File: config.mk
export PLATFORM = sky130hd
export DESIGN_NAME = i2c_register_master_core
export DESIGN_NICKNAME = d
export VERILOG_FILES = /design/src/rtl/core/i2crm_pkg.sv /design/src/rtl/core/i2crm_seq.sv /design/src/rtl/core/i2c_register_master_core.sv
export VERILOG_INCLUDE_DIRS = /design/src /design/src/rtl/core
export SDC_FILE = /design/constraint.sdc
export NUM_CORES = 1
export LEC_CHECK = 0
export BUFFER_PORTS_ARGS = -buffer_cell sky130_fd_sc_hd__buf_2
export CAP_MARGIN = 30
export CELL_PAD_IN_SITES_DETAIL_PLACEMENT = 0
export CELL_PAD_IN_SITES_GLOBAL_PLACEMENT = 1
export CORE_MARGIN = 1
export CORE_UTILIZATION = 41
export CTS_CLUSTER_DIAMETER = 60
export DETAILED_ROUTE_END_ITERATION = 8
export HOLD_SLACK_MARGIN = 0.15
export PLACE_DENSITY = 0.79
export REMOVE_ABC_BUFFERS = 1
export SYNTH_ARGS = -nofsm -noshare
export SYNTH_HDL_FRONTEND = slang
export SYNTH_SLANG_ARGS = --single-unit
File: constraint.sdc
create_clock -name aclk -period 2.5 [get_ports aclk]
set_input_delay 0.25 -clock aclk [delete_from_list [all_inputs] [get_ports aclk]]
set_output_delay 0.25 -clock aclk [all_outputs]
set_load 0.05 [all_outputs]
File: src/rtl/core/i2c_register_master_core_defines.svh
// Assertion macros for the I2C register master core.
`ifndef I2C_REGISTER_MASTER_CORE_DEFINES_SVH
`define I2C_REGISTER_MASTER_CORE_DEFINES_SVH

// Check a property on every clock edge outside reset.
`define I2CRM_ASSERT(lbl, prop, msg) \
    lbl: assert property (@(posedge aclk) disable iff (!aresetn) prop) \
        else $error(msg);

// Check a property on every clock edge, reset cycles included.
`define I2CRM_ASSERT_ALWAYS(lbl, prop, msg) \
    lbl: assert property (@(posedge aclk) prop) \
        else $error(msg);

`endif

File: src/rtl/core/i2crm_pkg.sv
// Types and constants of the I2C register master.
package i2crm_pkg;

    typedef enum logic [1:0] {
        KIND_TICK  = 2'd0,
        KIND_WRITE = 2'd1,
        KIND_READ  = 2'd2,
        KIND_RSVD  = 2'd3
    } kind_t;

    typedef enum logic [3:0] {
        PH_IDLE     = 4'd0,
        PH_ST_A     = 4'd1,
        PH_ST_B     = 4'd2,
        PH_TX_LOW   = 4'd3,
        PH_TX_HIGH  = 4'd4,
        PH_TX_TAIL  = 4'd5,
        PH_ACK_LOW  = 4'd6,
        PH_ACK_HIGH = 4'd7,
        PH_RS_LOW   = 4'd8,
        PH_RX_LOW   = 4'd9,
        PH_RX_HIGH  = 4'd10,
        PH_MA_LOW   = 4'd11,
        PH_MA_HIGH  = 4'd12,
        PH_STOP_A   = 4'd13,
        PH_STOP_B   = 4'd14,
        PH_RECOVER  = 4'd15
    } phase_t;

    typedef enum logic [1:0] {
        STG_DEVICE   = 2'd0,
        STG_REGISTER = 2'd1,
        STG_DATA     = 2'd2,
        STG_READ     = 2'd3
    } stage_t;

    localparam logic CFG_IDX_ACK_TIMEOUT = 1'b0;
    localparam logic CFG_IDX_RECOVERY    = 1'b1;

    localparam logic [7:0] ACK_TIMEOUT_RESET = 8'd250;
    localparam int unsigned RECOVERY_RESET   = 10000;

    localparam logic [2:0] T_START   = 3'd4;
    localparam logic [2:0] T_BIT     = 3'd2;
    localparam logic [2:0] T_SHORT   = 3'd1;
    localparam logic [2:0] T_STOP    = 3'd4;
    localparam logic [2:0] LAST_BIT  = 3'd7;

    localparam int unsigned ERR_OUT_W = 16;
    localparam int unsigned IN_DATA_W = 32;
    localparam int unsigned OUT_DATA_W = 32;

    typedef struct packed {
        logic                 scl_level;
        logic                 sda_release;
        logic [7:0]           read_byte;
        logic                 read_valid;
        logic                 read_last;
        logic                 busy_res;
        logic                 ack_error;
        logic [ERR_OUT_W-1:0] error_count;
    } result_t;

endpackage

File: src/rtl/core/i2crm_seq.sv
// Bus sequencer: state registers and one-tick step logic.
module i2crm_seq #(
    parameter int ERROR_COUNT_WIDTH = 16,
    parameter int RECOVERY_WIDTH    = 14
) (
    input  logic                      aclk,
    input  logic                      aresetn,
    input  logic                      step,
    input  i2crm_pkg::kind_t          kind,
    input  logic [6:0]                dev_address,
    input  logic [7:0]                reg_address,
    input  logic [7:0]                write_data,
    input  logic [7:0]                read_count,
    input  logic                      sda_in,
    input  logic [7:0]                ack_timeout_ticks,
    input  logic [RECOVERY_WIDTH-1:0] write_recovery_ticks,
    output i2crm_pkg::result_t        result
);

    i2crm_pkg::phase_t phase_reg, phase_next;
    i2crm_pkg::stage_t stage_reg, stage_next;
    logic [RECOVERY_WIDTH-1:0]    tick_reg, tick_next;
    logic [2:0]                   bit_reg, bit_next;
    logic [7:0]                   shift_reg, shift_next;
    logic [7:0]                   left_reg, left_next;
    logic [6:0]                   dev_reg, dev_next;
    logic [7:0]                   regad_reg, regad_next;
    logic [7:0]                   data_reg, data_next;
    logic                         is_read_reg, is_read_next;
    logic [7:0]                   ack_wait_reg, ack_wait_next;
    logic [ERROR_COUNT_WIDTH-1:0] errors_reg, errors_next;
    logic                         scl_reg, scl_next;
    logic                         sda_reg, sda_next;
    logic                         abort_reg, abort_next;
    logic                         rd_valid, rd_last, ack_err;
    logic [7:0]                   rd_byte;
    logic [7:0]                   left_dec;
    logic [31:0]                  errors_ext;

    always_ff @(posedge aclk) begin
        if (!aresetn) begin
            phase_reg    <= i2crm_pkg::PH_IDLE;
            stage_reg    <= i2crm_pkg::STG_DEVICE;
            tick_reg     <= '0;
            bit_reg      <= '0;
            shift_reg    <= '0;
            left_reg     <= '0;
            dev_reg      <= '0;
            regad_reg    <= '0;
            data_reg     <= '0;
            is_read_reg  <= 1'b0;
            ack_wait_reg <= '0;
            errors_reg   <= '0;
            scl_reg      <= 1'b1;
            sda_reg      <= 1'b1;
            abort_reg    <= 1'b0;
        end else if (step) begin
            phase_reg    <= phase_next;
            stage_reg    <= stage_next;
            tick_reg     <= tick_next;
            bit_reg      <= bit_next;
            shift_reg    <= shift_next;
            left_reg     <= left_next;
            dev_reg      <= dev_next;
            regad_reg    <= regad_next;
            data_reg     <= data_next;
            is_read_reg  <= is_read_next;
            ack_wait_reg <= ack_wait_next;
            errors_reg   <= errors_next;
            scl_reg      <= scl_next;
            sda_reg      <= sda_next;
            abort_reg    <= abort_next;
        end
    end

    always_comb begin
        phase_next    = phase_reg;
        stage_next    = stage_reg;
        tick_next     = tick_reg;
        bit_next      = bit_reg;
        shift_next    = shift_reg;
        left_next     = left_reg;
        dev_next      = dev_reg;
        regad_next    = regad_reg;
        data_next     = data_reg;
        is_read_next  = is_read_reg;
        ack_wait_next = ack_wait_reg;
        errors_next   = errors_reg;
        scl_next      = scl_reg;
        sda_next      = sda_reg;
        abort_next    = abort_reg;
        rd_valid      = 1'b0;
        rd_last       = 1'b0;
        rd_byte       = '0;
        ack_err       = 1'b0;
        left_dec      = (left_reg != 8'd0) ? left_reg - 8'd1 : left_reg;

        if (phase_reg == i2crm_pkg::PH_IDLE) begin
            scl_next = 1'b1;
            sda_next = 1'b1;
            if (kind == i2crm_pkg::KIND_WRITE || kind == i2crm_pkg::KIND_READ) begin
                dev_next      = dev_address;
                regad_next    = reg_address;
                data_next     = write_data;
                left_next     = (read_count == 8'd0) ? 8'd1 : read_count;
                is_read_next  = (kind == i2crm_pkg::KIND_READ);
                stage_next    = i2crm_pkg::STG_DEVICE;
                abort_next    = 1'b0;
                bit_next      = '0;
                ack_wait_next = '0;
                phase_next    = i2crm_pkg::PH_ST_A;
                tick_next     = RECOVERY_WIDTH'(i2crm_pkg::T_START);
            end
        end else if (phase_reg == i2crm_pkg::PH_ACK_HIGH) begin
            if (!sda_in) begin
                bit_next = '0;
                unique case (stage_reg)
                    i2crm_pkg::STG_DEVICE: begin
                        stage_next = i2crm_pkg::STG_REGISTER;
                        shift_next = regad_reg;
                        phase_next = i2crm_pkg::PH_TX_LOW;
                        scl_next   = 1'b0;
                        sda_next   = regad_reg[7];
                        tick_next  = RECOVERY_WIDTH'(i2crm_pkg::T_BIT);
                    end
                    i2crm_pkg::STG_REGISTER: begin
                        if (is_read_reg) begin
                            phase_next = i2crm_pkg::PH_RS_LOW;
                            scl_next   = 1'b0;
                            sda_next   = 1'b1;
                            tick_next  = RECOVERY_WIDTH'(i2crm_pkg::T_SHORT);
                        end else begin
                            stage_next = i2crm_pkg::STG_DATA;
                            shift_next = data_reg;
                            phase_next = i2crm_pkg::PH_TX_LOW;
                            scl_next   = 1'b0;
                            sda_next   = data_reg[7];
                            tick_next  = RECOVERY_WIDTH'(i2crm_pkg::T_BIT);
                        end
                    end
                    i2crm_pkg::STG_DATA: begin
                        phase_next = i2crm_pkg::PH_STOP_A;
                        scl_next   = 1'b0;
                        sda_next   = 1'b0;
                        tick_next  = RECOVERY_WIDTH'(i2crm_pkg::T_STOP);
                    end
                    default: begin
                        shift_next = '0;
                        phase_next = i2crm_pkg::PH_RX_LOW;
                        scl_next   = 1'b0;
                        sda_next   = 1'b1;
                        tick_next  = RECOVERY_WIDTH'(i2crm_pkg::T_BIT);
                    end
                endcase
            end else if (ack_wait_reg >= ack_timeout_ticks) begin
                if (errors_reg != '1) begin
                    errors_next = errors_reg + ERROR_COUNT_WIDTH'(1);
                end
                ack_err    = 1'b1;
                abort_next = 1'b1;
                phase_next = i2crm_pkg::PH_STOP_A;
                scl_next   = 1'b0;
                sda_next   = 1'b0;
                tick_next  = RECOVERY_WIDTH'(i2crm_pkg::T_STOP);
            end else begin
                ack_wait_next = ack_wait_reg + 8'd1;
            end
        end else if (tick_reg > RECOVERY_WIDTH'(1)) begin
            tick_next = tick_reg - RECOVERY_WIDTH'(1);
        end else begin
            unique case (phase_reg)
                i2crm_pkg::PH_ST_A: begin
                    phase_next = i2crm_pkg::PH_ST_B;
                    scl_next   = 1'b1;
                    sda_next   = 1'b0;
                    tick_next  = RECOVERY_WIDTH'(i2crm_pkg::T_START);
                end
                i2crm_pkg::PH_ST_B: begin
                    shift_next = {dev_reg, stage_reg == i2crm_pkg::STG_READ};
                    bit_next   = '0;
                    phase_next = i2crm_pkg::PH_TX_LOW;
                    scl_next   = 1'b0;
                    sda_next   = dev_reg[6];
                    tick_next  = RECOVERY_WIDTH'(i2crm_pkg::T_BIT);
                end
                i2crm_pkg::PH_TX_LOW: begin
                    phase_next = i2crm_pkg::PH_TX_HIGH;
                    scl_next   = 1'b1;
                    tick_next  = RECOVERY_WIDTH'(i2crm_pkg::T_BIT);
                end
                i2crm_pkg::PH_TX_HIGH: begin
                    phase_next = i2crm_pkg::PH_TX_TAIL;
                    scl_next   = 1'b0;
                    tick_next  = RECOVERY_WIDTH'(i2crm_pkg::T_BIT);
                end
                i2crm_pkg::PH_TX_TAIL: begin
                    shift_next = {shift_reg[6:0], 1'b0};
                    scl_next   = 1'b0;
                    if (bit_reg == i2crm_pkg::LAST_BIT) begin
                        bit_next   = '0;
                        phase_next = i2crm_pkg::PH_ACK_LOW;
                        sda_next   = 1'b1;
                        tick_next  = RECOVERY_WIDTH'(i2crm_pkg::T_SHORT);
                    end else begin
                        bit_next   = bit_reg + 3'd1;
                        phase_next = i2crm_pkg::PH_TX_LOW;
                        sda_next   = shift_reg[6];
                        tick_next  = RECOVERY_WIDTH'(i2crm_pkg::T_BIT);
                    end
                end
                i2crm_pkg::PH_ACK_LOW: begin
                    ack_wait_next = '0;
                    phase_next    = i2crm_pkg::PH_ACK_HIGH;
                    scl_next      = 1'b1;
                    sda_next      = 1'b1;
                    tick_next     = RECOVERY_WIDTH'(i2crm_pkg::T_SHORT);
                end
                i2crm_pkg::PH_RS_LOW: begin
                    stage_next = i2crm_pkg::STG_READ;
                    phase_next = i2crm_pkg::PH_ST_A;
                    scl_next   = 1'b1;
                    sda_next   = 1'b1;
                    tick_next  = RECOVERY_WIDTH'(i2crm_pkg::T_START);
                end
                i2crm_pkg::PH_RX_LOW: begin
                    phase_next = i2crm_pkg::PH_RX_HIGH;
                    scl_next   = 1'b1;
                    sda_next   = 1'b1;
                    tick_next  = RECOVERY_WIDTH'(i2crm_pkg::T_SHORT);
                end
                i2crm_pkg::PH_RX_HIGH: begin
                    shift_next = {shift_reg[6:0], sda_in};
                    scl_next   = 1'b0;
                    tick_next  = RECOVERY_WIDTH'(i2crm_pkg::T_BIT);
                    if (bit_reg == i2crm_pkg::LAST_BIT) begin
                        bit_next   = '0;
                        rd_valid   = 1'b1;
                        rd_byte    = {shift_reg[6:0], sda_in};
                        rd_last    = (left_reg <= 8'd1);
                        phase_next = i2crm_pkg::PH_MA_LOW;
                        sda_next   = (left_reg <= 8'd1);
                    end else begin
                        bit_next   = bit_reg + 3'd1;
                        phase_next = i2crm_pkg::PH_RX_LOW;
                        sda_next   = 1'b1;
                    end
                end
                i2crm_pkg::PH_MA_LOW: begin
                    phase_next = i2crm_pkg::PH_MA_HIGH;
                    scl_next   = 1'b1;
                    tick_next  = RECOVERY_WIDTH'(i2crm_pkg::T_BIT);
                end
                i2crm_pkg::PH_MA_HIGH: begin
                    left_next = left_dec;
                    scl_next  = 1'b0;
                    if (left_dec == 8'd0) begin
                        phase_next = i2crm_pkg::PH_STOP_A;
                        sda_next   = 1'b0;
                        tick_next  = RECOVERY_WIDTH'(i2crm_pkg::T_STOP);
                    end else begin
                        shift_next = '0;
                        phase_next = i2crm_pkg::PH_RX_LOW;
                        sda_next   = 1'b1;
                        tick_next  = RECOVERY_WIDTH'(i2crm_pkg::T_BIT);
                    end
                end
                i2crm_pkg::PH_STOP_A: begin
                    phase_next = i2crm_pkg::PH_STOP_B;
                    scl_next   = 1'b1;
                    sda_next   = 1'b1;
                    tick_next  = RECOVERY_WIDTH'(i2crm_pkg::T_STOP);
                end
                i2crm_pkg::PH_STOP_B: begin
                    scl_next = 1'b1;
                    sda_next = 1'b1;
                    if (abort_reg || is_read_reg || write_recovery_ticks == '0) begin
                        phase_next = i2crm_pkg::PH_IDLE;
                        tick_next  = '0;
                    end else begin
                        phase_next = i2crm_pkg::PH_RECOVER;
                        tick_next  = write_recovery_ticks;
                    end
                end
                default: begin
                    phase_next = i2crm_pkg::PH_IDLE;
                    scl_next   = 1'b1;
                    sda_next   = 1'b1;
                    tick_next  = '0;
                end
            endcase
        end
    end

    assign errors_ext = 32'(errors_next);

    always_comb begin
        result.scl_level   = scl_next;
        result.sda_release = sda_next;
        result.read_byte   = rd_byte;
        result.read_valid  = rd_valid;
        result.read_last   = rd_last;
        result.busy_res    = (phase_next != i2crm_pkg::PH_IDLE);
        result.ack_error   = ack_err;
        result.error_count = errors_ext[i2crm_pkg::ERR_OUT_W-1:0];
    end

endmodule

File: src/rtl/core/i2c_register_master_core.sv
// I2C register master: stream ports, config registers, input and result stages.
//
//  Channel   Direction  Transfer               Contents
//  s_*       in         one bus tick/command   kind, operands, sampled SDA
//  m_*       out        one result per tick    line levels, read byte, status
//  cfg_*     in         register write         ack timeout, write recovery
//
//  Each tick is held in the input register; one pass of step logic
//  loads the result register, from which its result transfers on m_*.
//  One tick enters per cycle while the result side takes.
//  A stall on m_tready holds the result and backs up into s_tready.
//  Reset (aresetn low, synchronous) empties both stages and idles the bus.
`include "i2c_register_master_core_defines.svh"

module i2c_register_master_core #(
    parameter int ERROR_COUNT_WIDTH = 16,
    parameter int RECOVERY_WIDTH    = 14
) (
    input  logic                                 aclk,
    input  logic                                 aresetn,
    input  logic                                 s_tvalid,
    output logic                                 s_tready,
    // dev_address[6:0], reg_address[14:7], write_data[22:15],
    // read_count[30:23], sda_in[31]
    input  logic [i2crm_pkg::IN_DATA_W-1:0]      s_tdata,
    // kind[1:0]
    input  logic [1:0]                           s_tuser,
    output logic                                 m_tvalid,
    input  logic                                 m_tready,
    // scl_level[0], sda_release[1], read_byte[9:2], read_valid[10],
    // busy_res[11], ack_error[12], error_count[28:13], zero[31:29]
    output logic [i2crm_pkg::OUT_DATA_W-1:0]     m_tdata,
    output logic                                 m_tlast,
    input  logic                                 cfg_valid,
    output logic                                 cfg_ready,
    input  logic                                 cfg_index,
    input  logic [RECOVERY_WIDTH-1:0]            cfg_data
);

    logic                              in_valid_reg;
    logic [i2crm_pkg::IN_DATA_W-1:0]   in_data_reg;
    logic [1:0]                        in_kind_reg;
    logic                              step;
    logic                              m_tvalid_reg;
    i2crm_pkg::result_t                out_reg;
    i2crm_pkg::result_t                result;
    logic [7:0]                        ack_timeout_reg;
    logic [RECOVERY_WIDTH-1:0]         recovery_reg;

    assign step      = in_valid_reg && (!m_tvalid_reg || m_tready);
    assign s_tready  = !in_valid_reg || step;
    assign cfg_ready = 1'b1;

    always_ff @(posedge aclk) begin
        if (!aresetn) begin
            in_valid_reg <= 1'b0;
        end else if (s_tready) begin
            in_valid_reg <= s_tvalid;
        end
    end

    always_ff @(posedge aclk) begin
        if (s_tvalid && s_tready) begin
            in_data_reg <= s_tdata;
            in_kind_reg <= s_tuser;
        end
    end

    always_ff @(posedge aclk) begin
        if (!aresetn) begin
            m_tvalid_reg <= 1'b0;
        end else if (step) begin
            m_tvalid_reg <= 1'b1;
        end else if (m_tready) begin
            m_tvalid_reg <= 1'b0;
        end
    end

    always_ff @(posedge aclk) begin
        if (step) begin
            out_reg <= result;
        end
    end

    always_ff @(posedge aclk) begin
        if (!aresetn) begin
            ack_timeout_reg <= i2crm_pkg::ACK_TIMEOUT_RESET;
            recovery_reg    <= RECOVERY_WIDTH'(i2crm_pkg::RECOVERY_RESET);
        end else if (cfg_valid && cfg_ready) begin
            unique case (cfg_index)
                i2crm_pkg::CFG_IDX_ACK_TIMEOUT: ack_timeout_reg <= cfg_data[7:0];
                i2crm_pkg::CFG_IDX_RECOVERY:    recovery_reg    <= cfg_data;
                default:                        recovery_reg    <= recovery_reg;
            endcase
        end
    end

    i2crm_seq #(
        .ERROR_COUNT_WIDTH (ERROR_COUNT_WIDTH),
        .RECOVERY_WIDTH    (RECOVERY_WIDTH)
    ) u_seq (
        .aclk                 (aclk),
        .aresetn              (aresetn),
        .step                 (step),
        .kind                 (i2crm_pkg::kind_t'(in_kind_reg)),
        .dev_address          (in_data_reg[6:0]),
        .reg_address          (in_data_reg[14:7]),
        .write_data           (in_data_reg[22:15]),
        .read_count           (in_data_reg[30:23]),
        .sda_in               (in_data_reg[31]),
        .ack_timeout_ticks    (ack_timeout_reg),
        .write_recovery_ticks (recovery_reg),
        .result               (result)
    );

    assign m_tvalid = m_tvalid_reg;
    assign m_tlast  = out_reg.read_last;
    assign m_tdata  = {3'b000, out_reg.error_count, out_reg.ack_error, out_reg.busy_res,
                       out_reg.read_valid, out_reg.read_byte, out_reg.sda_release,
                       out_reg.scl_level};

    `I2CRM_ASSERT(a_last_has_byte, (m_tvalid_reg && out_reg.read_last) |-> out_reg.read_valid, "read_last without read_valid")
    `I2CRM_ASSERT(a_abort_sends_stop, (m_tvalid_reg && out_reg.ack_error) |-> (out_reg.busy_res && !out_reg.scl_level && !out_reg.sda_release), "ack timeout did not start stop")
    `I2CRM_ASSERT(a_idle_released, (m_tvalid_reg && !out_reg.busy_res) |-> (out_reg.scl_level && out_reg.sda_release), "idle bus not released")
    `I2CRM_ASSERT_ALWAYS(a_reset_empties, !aresetn |=> (!m_tvalid_reg && !in_valid_reg), "stages not empty after reset")

endmodule
Word-level counts from Yosys, hierarchy flattened
Index checks and enable logic that the tools add are counted.
{ "classes": {"reduce_logical": 44, "n_addsub": 5, "bitwise": 6, "muxes": 92, "n_eq_ne": 36, "magnitude_cmp": 3} }
{ "op_table": {"columns": ["cell", "count"], "rows": [
  ["8-bit two-way mux", 14],
  ["14-bit two-way mux", 7],
  ["14-bit case mux with 6 select lines", 1],
  ["16-bit two-way mux", 5],
  ["4-bit case mux with 13 select lines", 1],
  ["7-bit two-way mux", 5],
  ["4-bit two-way mux", 8],
  ["4-bit equality test (second input constant)", 7],
  ["14-bit case mux with 2 select lines", 1],
  ["7-bit case mux with 4 select lines", 1],
  ["3-bit two-way mux", 9],
  ["1-bit two-way mux", 24],
  ["7-bit case mux with 3 select lines", 1],
  ["2-bit two-way mux", 10],
  ["16-bit by 1-bit adder with 16-bit output (second input constant)", 1],
  ["4-bit by 3-bit equality test with 1-bit output (second input constant)", 4],
  ["8-bit zero test", 2],
  ["16-bit inequality test (second input constant)", 1],
  ["5-bit AND reduction", 3],
  ["5-bit OR reduction", 3],
  ["14-bit by 1-bit > comparator with 1-bit output (second input constant)", 1],
  ["14-bit zero test", 1],
  ["14-bit by 1-bit subtractor with 14-bit output (second input constant)", 1],
  ["3-bit by 2-bit inequality test with 1-bit output (second input constant)", 4],
  ["other kinds (40)", 71]
]} }
{ "word_totals": {"wordCells": 215, "ff_bits": 177} }

Depth between registers and ports, before layout
{ "logic_depth": {"ltp_word": 9, "depth_mapped": 11, "mapped_depth_nobuf": 9} }

Modules after synthesis
Synthesis repeated with hierarchy kept, for this count alone.
{ "hier_totals": {"cells_unflattened": 997, "hier_area_um2": 9027.4} }
{ "modules_own_cells": {"columns": ["mod", "area_each_um2", "cells_each", "seq_area_each_um2", "n_inst"], "rows": [
  ["i2crm_seq", 6057.1, 819, 1781.7, 1],
  ["i2c_register_master_core", 2970.3, 178, 2402.3, 1]
]} }

Worst setup path before layout
No wires, ideal clock.
{ "synth_timing": {"path_kind": "flip-flop to flip-flop", "start": "reg m_tvalid_reg, in the netlist m_tvalid", "end": "reg u_seq.tick_reg[2]", "period_less_slack_ps": 2807, "path_stages_with_launch": 9, "slack_ps": -307, "path_buffers": 2, "setup_ps": 122, "arrival_ps": 2685, "path_cell_list": "dfxtp_1 -> nor2b_1 -> nand2b_1 -> inv_1 -> clkbuf_1 -> clkbuf_1 -> nand3_1 -> a21oi_1 -> a21oi_1"} }
{ "synth_between": {"elab_chain_len": 4} }
{ "synth_lines": {"columns": ["item", "line_no", "text"], "rows": [
  ["start: declaration", "i2c_register_master_core.sv:44", "logic m_tvalid_reg;"],
  ["start signal: assignment", "i2c_register_master_core.sv:71", "m_tvalid_reg <= 1'b0;"],
  ["start signal: assignment", "i2c_register_master_core.sv:73", "m_tvalid_reg <= 1'b1;"],
  ["start signal: assignment", "i2c_register_master_core.sv:75", "m_tvalid_reg <= 1'b0;"],
  ["1-bit zero test", "i2c_register_master_core.sv:50", "assign step = in_valid_reg && (!m_tvalid_reg || m_tready);"],
  ["1-bit logical OR", "i2c_register_master_core.sv:50", null],
  ["1-bit logical AND", "i2c_register_master_core.sv:50", null],
  ["named net step", "i2c_register_master_core.sv:43", "logic step;"],
  ["3-bit AND reduction (no source line)", null, null],
  ["end signal: assignment", "i2crm_seq.sv:60", "tick_reg <= tick_next;"],
  ["end: declaration", "i2crm_seq.sv:22", "logic [RECOVERY_WIDTH-1:0] tick_reg, tick_next;"]
]} }
The timed path passes the listed nets, and every way through them passes these cells.
A chain may end at the register's enable or synchronous reset.

Final worst setup path
{ "layout_timing": {"start": "reg u_seq.ack_wait_reg[0]", "end": "reg u_seq.ack_wait_reg[1]"} }
{ "layout_between": {"elab_chain_len": 5, "elab_cells_between_ends": 8, "classes_between": "1 x add/sub; 1 x order compare; 1 x eq/ne; 4 x mux; 1 x reduce/logical"} }
{ "layout_lines": {"columns": ["item", "line_no", "text"], "rows": [
  ["start: declaration", "i2crm_seq.sv:30", "logic [7:0] ack_wait_reg, ack_wait_next;"],
  ["start signal: assignment", "i2crm_seq.sv:68", "ack_wait_reg <= ack_wait_next;"],
  ["8-bit by 1-bit adder with 8-bit output", "i2crm_seq.sv:166", "ack_wait_next = ack_wait_reg + 8'd1;"],
  ["8-bit two-way mux", "i2crm_seq.sv:155", "end else if (ack_wait_reg >= ack_timeout_ticks) begin"],
  ["8-bit two-way mux", "i2crm_seq.sv:115", "if (!sda_in) begin"],
  ["8-bit two-way mux", "i2crm_seq.sv:114", "end else if (phase_reg == i2crm_pkg::PH_ACK_HIGH) begin"],
  ["8-bit two-way mux", "i2crm_seq.sv:98", "if (phase_reg == i2crm_pkg::PH_IDLE) begin"]
]} }
Parallel ways exist; a longest one is shown, timed or not. The select of a mux whose other input is x is not followed.

==> impl_metrics.json <==
{
  "synthTopCellsByArea": "dfxtp_1, edfxtp_1, nand2_1",
  "grt_max_degree": 65,
  "drt_iter0_drc": 438,
  "cts_tree": "yes",
  "utilization": 0.523,
  "setup.worst_path.class": "flop to flop",
  "fin_area_um2": 11000,
  "synth_edf_count": 64,
  "clk-insertion-delay-late_ns": 0.44,
  "numCtsBuffers": 17,
  "largest_reg_flops": 32,
  "p_comb_frac": 0.174,
  "area_delta_synth_final_pct": 24.6,
  "rsz0062_at_grt": "yes",
  "fp.dieH_um": 149,
  "synth_adder_area_share": 0.0298,
  "synth_xor_area_frac": 0.0169,
  "timing_hold_violations_final": 0,
  "grt_util_all_layers": 0.213,
  "cts_root_buf": "clkbuf_16",
  "drv_slew": 0,
  "h-tree-depth": 4,
  "seqPwrFrac": 0.432,
  "drive_above_1_share": 0.181,
  "post_cts_buffers": 0,
  "synth_async_sr_flop_share": 0,
  "fmax_mhz": 423,
  "diodes": 0,
  "worstMarginPinSlew_ns": 0.918,
  "viasPerCell": 5.45,
  "crit_arrival_ns": 2.73,
  "startpoint_type": "flop",
  "routabilityCongestion": 0.917,
  "topRoutingLayerUsed": "met4",
  "syn_area_um2": 8820,
  "drv_cap": 0,
  "synth_area_per_cell_um2": 9.00,
  "met2_length_mm": 10.8,
  "antenna_found_initial": 0,
  "fin_cells": 1414,
  "ys.flop_type": "dfxtp_1",
  "grt_pass1_vias": 7291,
  "post-place-ws_ns": -0.00949,
  "place_inst": 1333,
  "drt-total-wl_mm": 22.8,
  "p_sw_frac": 0.298,
  "ys_seq_elements": 177,
  "status": "finished, final reports clean",
  "clk_pin_slew_ns": 0.07,
  "slew_headroom": 0.387,
  "die_w_um": 149,
  "mostFrequentLayoutCells": "nand2_1, dfxtp_1, a21oi_1",
  "coreArea_um2": 21000,
  "port_buffers": 85,
  "p_int_uw": 5180,
  "yosysTopAreaCell": "dfxtp_1",
  "synth_compound_area_frac": 0.200,
  "synth_simple_gate_area_share": 0.222,
  "finalSetupViolCount": 0,
  "netSwitchingPower_uw": 2200,
  "wl_met3_mm": 1.03,
  "power.leakage_uw": 0.00410,
  "num_vias": 7710,
  "drc": 0,
  "dp_hpwl_mm": 15.6,
  "row_count": 53,
  "setup_slack_ns": 0.136,
  "fin_crit_sh": 0.946,
  "cp_max_fo": 13,
  "die-area_um2": 22100,
  "synth_mux_area_frac": 0.00809,
  "reg2reg_slack_ns": 0.14,
  "synthDistinctLibCells": 82,
  "synth_top_family_by_area": "simple AND/OR/NAND/NOR gates",
  "drt_pass1_iterations": 6,
  "final_common_cell": "nand2_1",
  "fin_skew_ns": 0.0126,
  "vdd_drop_max_v": 0.000452,
  "yosysTopAreaCellShare": 0.257,
  "min_path_type": "primary input to flop",
  "required_ns": 2.86,
  "power_frac_clock": 0.394,
  "clock-sinks": 177,
  "p_per_area_nw_per_um2": 672,
  "clockBufferDepth": 2,
  "placed_cell_area_um2": 9820,
  "seq_area_frac_synth": 0.475,
  "ioPinCount": 90,
  "yosysWarningCount": 0,
  "grt_pass1_wl_mm": 37.3,
  "start_util": 0.419,
  "cp-end-kind": "flop",
  "ant_nets": 0,
  "grt_overflow": 0,
  "wl_met1_mm": 10.6,
  "fin_crit_ns": 2.36,
  "fin_nets": 1201,
  "wl_per_cell_um": 16.1,
  "syn_inst": 980
}
worst paths after layout:
check	startpoint	endpoint	depth (start not counted)
setup / recovery	u_seq.ack_wait_reg[0]	u_seq.ack_wait_reg[1]	9
hold / removal	cfg_valid	ack_timeout_reg[2]	4
setup reg to reg	u_seq.ack_wait_reg[0]	u_seq.ack_wait_reg[1]	9
hold reg to reg	u_seq.data_reg[1]	u_seq.data_reg[1]	2
what timing repair did:
action,in CTS,in global routing
endpoints found under the setup margin,1,31
hold buffers,49,0
hold endpoints to repair,57,0
resized for setup,1,5
per-stage QoR:
stage	TNS [ns]	hold WS [ns]	total power, uW
after detailed placement	-0.00949	0.428	4460
final	0	0.172	7380
after floorplan	-35.84	0.322	3980
after CTS	0	0.157	7430
after global placement	0	0.427	4450
after global routing	-0.0716	0.195	7700
cell type report:
class                   instances  area, um^2
fillers                      1959       10000
multi-input cells             706        4250
flip-flops and latches        177        4180
repair buffers                195        1450
clock inverters                15         228
inverters                      29         109
well taps                     275         344
clock buffers                  17         425
synthesized netlist by cell type, types with 14 or more instances:
| cell | count |
|---|---|
| nand2_1 | 168 |
| dfxtp_1 | 113 |
| a21oi_1 | 100 |
| edfxtp_1 | 64 |
| clkbuf_1 | 50 |
| nor2_1 | 43 |
| nand3_1 | 36 |
| o21ai_0 | 35 |
| inv_1 | 29 |
| ha_1 | 21 |
| nor3_1 | 20 |
| a31oi_1 | 16 |
| nand4_1 | 16 |
| o31ai_1 | 15 |
| nand2b_1 | 14 |
| or4_1 | 14 |
logic make-up after synthesis:
| family | Yosys count |
|---|---|
| AO/OA/AOI/OAI | 267 |
| XOR/XNOR | 17 |
| adder cells (fa/ha/maj) | 21 |
| buffers and inverters | 99 |
| flip-flops | 177 |
| multiplexers | 7 |
| other | 2 |
| AND/OR/NAND/NOR | 390 |
power by group through the flow:
stage          registers [uW]  clock network (uW)  logic [uW]
3_3_place_gp             3250                   0        1200
6_report                 3190                2910        1290
5_1_grt                  3200                3100        1400
3_5_place_dp             3250                   0        1210
4_1_cts                  3190                2970        1270
2_1_floorplan            3340                   0         636
critical path: stages (launching register included):
cell and delay [ns]:
dfxtp_1 0.34, inv_1 0.05, ha_1 0.25, nand2b_1 0.15, a211oi_2 0.29, o221ai_2 0.20, and3_2 0.34, buf_4 0.17
or3_1 0.36, a21oi_1 0.15
layer usage:
metal,up-vias,global-route usage
met5,-,0
li1,3881,-
met3,26,0.0383
met4,0,0.0634
met1,3607,0.286
met2,196,0.349
(Power assumes the default switching activity.)
